## config.mk

```make
export PLATFORM = sky130hd
export DESIGN_NAME = dshot_frame_composer_command_queue
export DESIGN_NICKNAME = d
export VERILOG_FILES = /design/src/rtl/dsfc_pkg.sv /design/src/rtl/dsfc_ram.sv /design/src/rtl/dsfc_cmd_fifo.sv /design/src/rtl/dshot_frame_composer_command_queue.sv
export SDC_FILE = /design/constraint.sdc
export NUM_CORES = 1
export LEC_CHECK = 0
export BUFFER_PORTS_ARGS = -buffer_cell sky130_fd_sc_hd__buf_2
export CORE_UTILIZATION = 46
export DETAILED_ROUTE_END_ITERATION = 12
export PLACE_DENSITY = 0.73
export SYNTH_ARGS = -nofsm -noshare
export SYNTH_HDL_FRONTEND = slang
export SYNTH_HIERARCHICAL = 1
export SYNTH_SLANG_ARGS = --single-unit
```

## constraint.sdc

```tcl
create_clock -name clk -period 9.5 [get_ports clk]
set_input_delay 1.425 -clock clk [delete_from_list [all_inputs] [get_ports clk]]
set_output_delay 1.425 -clock clk [all_outputs]
set_load 0.005 [all_outputs]
```

## src/rtl/dsfc_pkg.sv

```systemverilog
package dsfc_pkg;

  localparam int QUEUE_DEPTH_DEF = 8;
  localparam int CHANNELS = 4;
  localparam int LANES = 4;

  localparam logic [10:0] CMD_OFFSET = 11'd48;
  localparam logic [10:0] MAX_THROTTLE = 11'd1999;
  localparam logic [5:0] SAVE_CODE = 6'd12;
  localparam logic [3:0] SAVE_REPEATS = 4'd10;
  localparam logic [2:0] ACTIVE_CHANNELS_RESET = 3'd4;

  typedef enum logic [0:0] {
    OP_FRAME   = 1'b0,
    OP_ENQUEUE = 1'b1
  } op_t;

  typedef enum logic [1:0] {
    STATUS_OK    = 2'd0,
    STATUS_ARMED = 2'd1,
    STATUS_FULL  = 2'd2
  } status_t;

  typedef struct packed {
    op_t         op;
    logic [10:0] throttle_0;
    logic [10:0] throttle_1;
    logic [10:0] throttle_2;
    logic [10:0] throttle_3;
    logic        armed;
    logic [5:0]  cmd_code;
    logic [3:0]  repeat_count;
    logic [3:0]  target_mask;
    logic        save_after;
  } item_t;

  typedef struct packed {
    logic [10:0] frame_value_0;
    logic [10:0] frame_value_1;
    logic [10:0] frame_value_2;
    logic [10:0] frame_value_3;
    logic        cmd_carried;
    status_t     enqueue_status;
    logic [3:0]  queue_level;
  } result_t;

  typedef struct packed {
    logic       save;
    logic [3:0] mask;
    logic [3:0] repeats;
    logic [5:0] code;
  } entry_t;

  typedef struct packed {
    logic clear;
    logic push;
    logic pop;
  } fifo_ctl_t;

endpackage

```

## src/rtl/dsfc_ram.sv

```systemverilog
module dsfc_ram #(
  parameter int WIDTH = 15,
  parameter int DEPTH = 8
) (
  input  logic                     clk,
  input  logic                     we,
  input  logic [$clog2(DEPTH)-1:0] waddr,
  input  logic [WIDTH-1:0]         wdata,
  input  logic [$clog2(DEPTH)-1:0] raddr,
  output logic [WIDTH-1:0]         rdata
);

  logic [WIDTH-1:0] mem [DEPTH];

  always_ff @(posedge clk) begin
    if (we) begin
      mem[waddr] <= wdata;
    end
    rdata <= mem[raddr];
  end

endmodule

```

## src/rtl/dsfc_cmd_fifo.sv

```systemverilog
module dsfc_cmd_fifo #(
  parameter int DEPTH = dsfc_pkg::QUEUE_DEPTH_DEF,
  parameter int AW = $clog2(DEPTH),
  parameter int CW = $clog2(DEPTH + 1)
) (
  input  logic               clk,
  input  logic               rst,
  input  dsfc_pkg::fifo_ctl_t ctl,
  input  dsfc_pkg::entry_t   push_data,
  output dsfc_pkg::entry_t   head_entry,
  output logic [CW-1:0]      count,
  output logic [CW-1:0]      count_next
);

  logic [AW-1:0] head;
  logic [AW-1:0] head_next;
  logic [AW-1:0] tail;
  logic [AW-1:0] tail_next;
  logic          byp_valid;
  dsfc_pkg::entry_t byp_data;
  dsfc_pkg::entry_t rdata;

  function automatic logic [AW-1:0] wrap_inc(input logic [AW-1:0] p);
    wrap_inc = (p == AW'(DEPTH - 1)) ? '0 : p + 1'b1;
  endfunction

  always_comb begin
    head_next = head;
    tail_next = tail;
    count_next = count;
    if (ctl.clear) begin
      head_next = '0;
      tail_next = '0;
      count_next = '0;
    end else if (ctl.push) begin
      tail_next = wrap_inc(tail);
      count_next = count + 1'b1;
    end else if (ctl.pop) begin
      head_next = wrap_inc(head);
      count_next = count - 1'b1;
    end
  end

  always_ff @(posedge clk) begin
    if (rst) begin
      head <= '0;
      tail <= '0;
      count <= '0;
      byp_valid <= 1'b0;
    end else begin
      head <= head_next;
      tail <= tail_next;
      count <= count_next;
      byp_valid <= ctl.push && (tail == head_next);
    end
  end

  // write landing on the address being read this edge
  always_ff @(posedge clk) begin
    if (ctl.push) begin
      byp_data <= push_data;
    end
  end

  dsfc_ram #(
    .WIDTH($bits(dsfc_pkg::entry_t)),
    .DEPTH(DEPTH)
  ) u_ram (
    .clk  (clk),
    .we   (ctl.push),
    .waddr(tail),
    .wdata(push_data),
    .raddr(head_next),
    .rdata(rdata)
  );

  assign head_entry = byp_valid ? byp_data : rdata;

endmodule

```

## src/rtl/dshot_frame_composer_command_queue.sv

```systemverilog
// each accepted item beat is registered and comes out as its result beat in the next cycle
// throughput: one item per cycle; an item is taken only while the result register
// is empty or its waiting beat is taken in the same cycle
// the command queue read is a registered ram read kept one entry ahead
// reset: synchronous rst empties the queue, drops the active command,
// clears the armed history and sets active_channels to 4; queue ram not cleared
module dshot_frame_composer_command_queue #(
  parameter int QUEUE_DEPTH = dsfc_pkg::QUEUE_DEPTH_DEF
) (
  input  logic              clk,
  input  logic              rst,
  input  logic              cfg_valid,
  output logic              cfg_ready,
  input  logic [2:0]        cfg_data,
  input  logic              item_valid,
  output logic              item_ready,
  input  dsfc_pkg::item_t   item,
  output logic              result_valid,
  input  logic              result_ready,
  output dsfc_pkg::result_t result
);

  localparam int CW = $clog2(QUEUE_DEPTH + 1);

  logic [2:0] active_channels;
  logic [5:0] act_code;
  logic [3:0] act_repeats;
  logic [3:0] act_mask;
  logic       act_save;
  logic       armed_prev;

  logic [5:0] act_code_next;
  logic [3:0] act_repeats_next;
  logic [3:0] act_mask_next;
  logic       act_save_next;
  logic       armed_prev_next;

  logic                 item_fire;
  dsfc_pkg::fifo_ctl_t  fifo_ctl;
  dsfc_pkg::entry_t     push_data;
  dsfc_pkg::entry_t     head_entry;
  logic [CW-1:0]        count;
  logic [CW-1:0]        count_next;
  dsfc_pkg::result_t    result_next;

  assign cfg_ready = 1'b1;
  assign item_ready = !result_valid || result_ready;
  assign item_fire = item_valid && item_ready;

  assign push_data.save = item.save_after;
  assign push_data.mask = item.target_mask;
  assign push_data.repeats = item.repeat_count;
  assign push_data.code = item.cmd_code;

  always_comb begin
    logic [10:0] thr [dsfc_pkg::LANES];
    logic [10:0] val [dsfc_pkg::LANES];
    logic [10:0] sat;
    logic        cmd_valid;
    logic        sent;
    dsfc_pkg::status_t status;

    thr[0] = item.throttle_0;
    thr[1] = item.throttle_1;
    thr[2] = item.throttle_2;
    thr[3] = item.throttle_3;
    cmd_valid = act_repeats != 4'd0;
    sent = 1'b0;
    status = dsfc_pkg::STATUS_OK;
    sat = '0;

    act_code_next = act_code;
    act_repeats_next = act_repeats;
    act_mask_next = act_mask;
    act_save_next = act_save;
    armed_prev_next = armed_prev;
    fifo_ctl = '0;

    for (int i = 0; i < dsfc_pkg::LANES; i++) begin
      val[i] = '0;
      if (i < dsfc_pkg::CHANNELS && 3'(i) < active_channels
          && item.op == dsfc_pkg::OP_FRAME) begin
        if (thr[i] != 11'd0) begin
          sat = (thr[i] > dsfc_pkg::MAX_THROTTLE) ? dsfc_pkg::MAX_THROTTLE : thr[i];
          val[i] = sat + dsfc_pkg::CMD_OFFSET;
        end else if (cmd_valid && act_mask[i]) begin
          val[i] = {5'b0, act_code};
          sent = 1'b1;
        end
      end
    end

    if (item.op == dsfc_pkg::OP_FRAME) begin
      if (sent) begin
        act_repeats_next = act_repeats - 1'b1;
        if (act_repeats_next == 4'd0 && act_save) begin
          act_code_next = dsfc_pkg::SAVE_CODE;
          act_repeats_next = dsfc_pkg::SAVE_REPEATS;
          act_save_next = 1'b0;
        end
      end
      if (item.armed) begin
        if (act_repeats_next != 4'd0) begin
          act_code_next = '0;
          act_repeats_next = '0;
          act_mask_next = '0;
          act_save_next = 1'b0;
        end
        fifo_ctl.clear = !armed_prev;
      end
      armed_prev_next = item.armed;
      if (!item.armed && act_repeats_next == 4'd0 && count != '0) begin
        act_code_next = head_entry.code;
        act_repeats_next = head_entry.repeats;
        act_mask_next = head_entry.mask;
        act_save_next = head_entry.save;
        fifo_ctl.pop = 1'b1;
      end
    end else begin
      if (armed_prev) begin
        status = dsfc_pkg::STATUS_ARMED;
      end else if (32'(count) >= QUEUE_DEPTH) begin
        status = dsfc_pkg::STATUS_FULL;
      end else begin
        fifo_ctl.push = 1'b1;
      end
    end

    if (!item_fire) begin
      fifo_ctl = '0;
    end

    result_next.frame_value_0 = val[0];
    result_next.frame_value_1 = val[1];
    result_next.frame_value_2 = val[2];
    result_next.frame_value_3 = val[3];
    result_next.cmd_carried = sent;
    result_next.enqueue_status = status;
    result_next.queue_level = 4'(count_next);
  end

  dsfc_cmd_fifo #(
    .DEPTH(QUEUE_DEPTH)
  ) u_fifo (
    .clk       (clk),
    .rst       (rst),
    .ctl       (fifo_ctl),
    .push_data (push_data),
    .head_entry(head_entry),
    .count     (count),
    .count_next(count_next)
  );

  always_ff @(posedge clk) begin
    if (rst) begin
      active_channels <= dsfc_pkg::ACTIVE_CHANNELS_RESET;
      act_code <= '0;
      act_repeats <= '0;
      act_mask <= '0;
      act_save <= 1'b0;
      armed_prev <= 1'b0;
      result_valid <= 1'b0;
    end else begin
      if (cfg_valid) begin
        active_channels <= cfg_data;
      end
      if (item_fire) begin
        act_code <= act_code_next;
        act_repeats <= act_repeats_next;
        act_mask <= act_mask_next;
        act_save <= act_save_next;
        armed_prev <= armed_prev_next;
        result_valid <= 1'b1;
      end else if (result_ready) begin
        result_valid <= 1'b0;
      end
    end
  end

  always_ff @(posedge clk) begin
    if (item_fire) begin
      result <= result_next;
    end
  end

endmodule

```

==> summary.md <==
| Metric | Value |
|---|---|
| Result of the run | completed |
| Worst hold endpoint | act_mask[3]$_SDFFE_PP0P_ |
| Post-detailed-route wirelength per cell | 18.2 µm |
| Width of the die | 149 µm |
| Register bit total from synthesis | 232 |
| CTS resizes | 0 |
| Buffer and inverter count on the worst path | 3 |
| Slew HR | 25.8% |
| Boundary Pins | 123 |
| Slowest stage delay, CP | 0.84 ns |
| Leak pwr | 4.20 nW |
| Worst path required time | 9.90 ns |
| Final setup vio count | 0 |
| Via-per-instance ratio | 5.53 |
| Number of endpoints with negative hold slack in the final report | 0 |
| Remaining global-route overflow | 0 |
| Post-Synthesis Net Count | 766 |
| Master cell of the clock root buffer | clkbuf_16 |
| Final worst path period share | 51.3% |
| DIE HEIGHT | 149 µm |
| Number of H-tree levels | 1 |
| Cell depth of the worst flop-to-flop path | 14 |
| Largest voltage drop on the vdd net | 0.165 mV |
| Total power per unit cell area | 190 nW/µm² |
| Achievable frequency | 205 MHz |
| Post-synthesis cell area | 10,000 µm² |
| Kind of start point of the critical path | input port |
| Clk_skew | 0.0142 ns |
| Initial antenna violation count | 1 |
| Min-Delay Path Class | reg -> reg |
| Clock slew at reported path FFs | 0.06 ns |
| Pin count of the biggest net entering global routing | 52 |
| Area of the core | 21,200 µm² |
| HPWL after DPL | 12,900 µm |
| Setup slack of the most critical reg-to-reg path | 4.82 ns |
| Clock tree from TritonCTS | done |
| Pre-Repair DR Iteration Count | 5 |
| Min Tclk post-route | 4.87 ns |
| R2r startpoint | act_repeats[0]$_SDFFE_PP0P_ |
| Share of flip-flops with an asynchronous set or reset after synthesis | 0% |
| Sum Neg Setup Slack | 0 ns |
| Ys flop type | edfxtp_1 |
| Max Cap Viol | 0 |
| Count of clock tree sinks | 232 |
| Worst flop-to-flop path endpoint | u_fifo/u_ram/rdata[14]$_DFF_P_ |
| Number of cells on the worst hold path | 2 |
| Crit path max fanout | 30 |
| Initial cell density of the core | 47.3% |
| PortBufs | 121 |
| Layout overhead on the synthesized area | 16.5% |
| Skew-Pair Late Insertion Delay | 0.52 ns |
| Row cnt | 53 |
| Number of distinct standard cells referenced by the synthesized netlist | 73 |
| Clock Tree Buf Depth | 3 |
| Floorplan die area | 22,300 µm² |
| Wire length of the first global-routing pass | 30,500 µm |
| Number of enable-type register cells in the synthesized netlist | 186 |
| Residual DRC | 0 |
| Total number of vias | 6,080 |
| Count of inserted antenna diode cells | 0 |
| Slew of the pin with the lowest slew margin | 1.11 ns |
| Cell breakdown of the critical path | buf_2, nor4_1, nand4_1, or3_4, and3_4, inv_4, mux2_4, and2_1, nand2b_1, a31oi_1, inv_1, mux4_1, mux2_2 |
| Number of warnings reported in the yosys synthesis log | 6 |
| Number of global-route vias before repair | 5,754 |
| Routability Congestion | 0.886 |
| Slowest cell on the critical path | inv_1 |
| Post-detailed-route count of antenna-violating nets | 0 |
| Register area share after synthesis | 65.1% |
| Global router's overall resource usage | 17.8% |
| Syn Inst Count | 685 |
| Final nets | 887 |
| Count of hold-fix buffers inserted at cts | 0 |
| DRT Wirelength | 20,000 µm |
| Worst hold path startpoint | act_mask[3]$_SDFFE_PP0P_ |
| TritonCTS Buffers | 24 |
| Number of pins exceeding their max-slew limit in the final report | 0 |
| Setup CP Type | in -> reg |
| Setup repair after global routing missed its margin | no |
| Mean instance size in the synthesized netlist | 14.6 µm² |
| Number of DRC markers in iteration 0 | 480 |
| CP endpoint kind | flip-flop |
| Layout cells sized above 1 | 25.6% |
| Data arrival at the endpoint of the critical path | 5.28 ns |
| WHS | 0.445 ns |
| Setup fix buffers added after clock tree synthesis | 0 |
| Cell family with most CP delay | simple AND/OR/NAND/NOR gates |
## routing by layer
metal  part of all wire (%)  vias up  GRT usage (%)
li1                       -     2894              -
met2                     49      204           31.0
met3                    6.3       31           3.29
met1                     43     2949           23.1
met5                  0.050        -              0
met4                    1.6        2           4.18
## worst max-delay path by stage
stage / cells after the start / from / slack (ns) / endpoint
global route: 13 / item[22] / 4.42 / u_fifo/u_ram/rdata[4]$_DFF_P_
detailed placement: 13 / item[22] / 4.07 / u_fifo/u_ram/rdata[9]$_DFF_P_
floorplan: 4 / item[60] / 3.88 / u_fifo/u_ram/mem[4][0]$_DFFE_PP_
finish: 13 / item[22] / 4.63 / u_fifo/u_ram/rdata[14]$_DFF_P_
CTS: 13 / item[22] / 4.59 / u_fifo/u_ram/rdata[14]$_DFF_P_
global placement: 13 / item[22] / 4.22 / u_fifo/u_ram/rdata[11]$_DFF_P_
## report_power, final
group | switching, W | internal, W | leakage, nW
logic | 0.0000844 | 0.0000625 | 1.70
clock network | 0.000374 | 0.000548 | 0.383
registers | 0.0000143 | 0.00113 | 2.11
total | 0.000472 | 0.00174 | 4.20
## worst reg2reg max path, delay by kind of cell (launching register included)
family	cells	cell delay [ns]
AO/OA/AOI/OAI	2	0.40
adder cells (fa/ha/maj)	1	0.27
buffers and inverters	3	1.06
flip-flops	1	0.50
multiplexers	3	1.06
AND/OR/NAND/NOR	5	1.31
## cell usage after synthesis (all sizes together) (3+ instances only)
master | number | area share (%)
edfxtp | 186 | 56
nor2 | 77 | 2.9
nand2 | 47 | 1.8
dfxtp | 46 | 9.2
mux2 | 32 | 3.6
mux4 | 30 | 7.9
nor3 | 25 | 1.3
inv | 23 | 0.89
o21ai | 18 | 0.90
clkbuf | 16 | 0.61
buf | 12 | 0.91
ha | 12 | 1.5
xnor2 | 12 | 1.1
a21oi | 11 | 0.59
mux2i | 9 | 0.90
nand3 | 8 | 0.40
or3 | 8 | 0.60
xor2 | 8 | 0.70
a31oi | 7 | 0.44
nand2b | 7 | 0.44
nor4 | 7 | 0.44
nand4 | 6 | 0.38
o22ai | 6 | 0.38
a22o | 5 | 0.44
o2bb2ai | 5 | 0.44
or2 | 5 | 0.31
and2 | 4 | 0.25
nor3b | 4 | 0.41
a41oi | 3 | 0.26
nor2b | 3 | 0.19
## final cells by class
cell class,instances,area (µm²)
clock buffers,29,619
clock inverters,15,165
fillers,1699,9510
inverters,23,88.8
multi-input cells,402,3300
flip-flops and latches,232,6510
well taps,275,344
repair buffers,123,621
## kinds of logic after synthesis
| kind of cell | share of synthesized area [%] |
|---|---|
| other | 0.0375 |
| adder cells (fa/ha/maj) | 1.50 |
| XOR/XNOR | 1.75 |
| AO/OA/AOI/OAI | 6.27 |
| flip-flops | 65.1 |
| AND/OR/NAND/NOR | 10.5 |
| buffers and inverters | 2.41 |
| multiplexers | 12.4 |
## sequential cells by signal, summed over array words and instances, names as in the netlist
name and count:
active_channels 3, u_fifo/head 3, u_fifo/tail 3, act_save 1, u_fifo/byp_valid 1, armed_prev 1, result 51, u_fifo/u_ram/mem 120
u_fifo/u_ram/rdata 15, act_mask 4, result_valid 1, act_repeats 4, u_fifo/byp_data 15, act_code 6, u_fifo/count 4
## stage by stage
step / power (W) / utilization, % / std cells / setup WS [ns] / instance area, µm²
floorplan: 0.00125 / - / 685 / 3.88 / 10000
global placement: 0.00131 / 51.4 / 1055 / 4.22 / 10900
detailed placement: 0.00132 / 51.4 / 1055 / 4.07 / 10900
CTS: 0.00223 / 55.1 / 1099 / 4.59 / 11600
global route: 0.00229 / 55.1 / 1099 / 4.42 / 11600
finish: 0.00222 / 55.1 / 1099 / 4.63 / 11600
## layout by cell type (no fill, tap or decap), types with 3 or more instances in the layout
cell,count
a21oi_1,10
a22o_1,5
a31oi_1,7
a41oi_1,3
and2_1,4
buf_2,121
bufinv_16,3
clkbuf_1,5
clkbuf_16,24
clkinv_1,6
clkinv_2,4
dfxtp_1,46
edfxtp_1,186
ha_1,12
inv_1,21
mux2_1,4
mux2_2,27
mux2i_1,9
mux4_1,30
nand2_1,47
nand2b_1,7
nand3_1,8
nand4_1,6
nor2_1,70
nor2_2,7
nor2b_1,3
nor3_1,22
nor3b_1,3
nor4_1,7
o21ai_0,18
o22ai_1,6
o2bb2ai_1,5
or2_2,5
or3_1,6
xnor2_1,12
xor2_1,8
No activity file was read; power rests on OpenSTA's default activity.
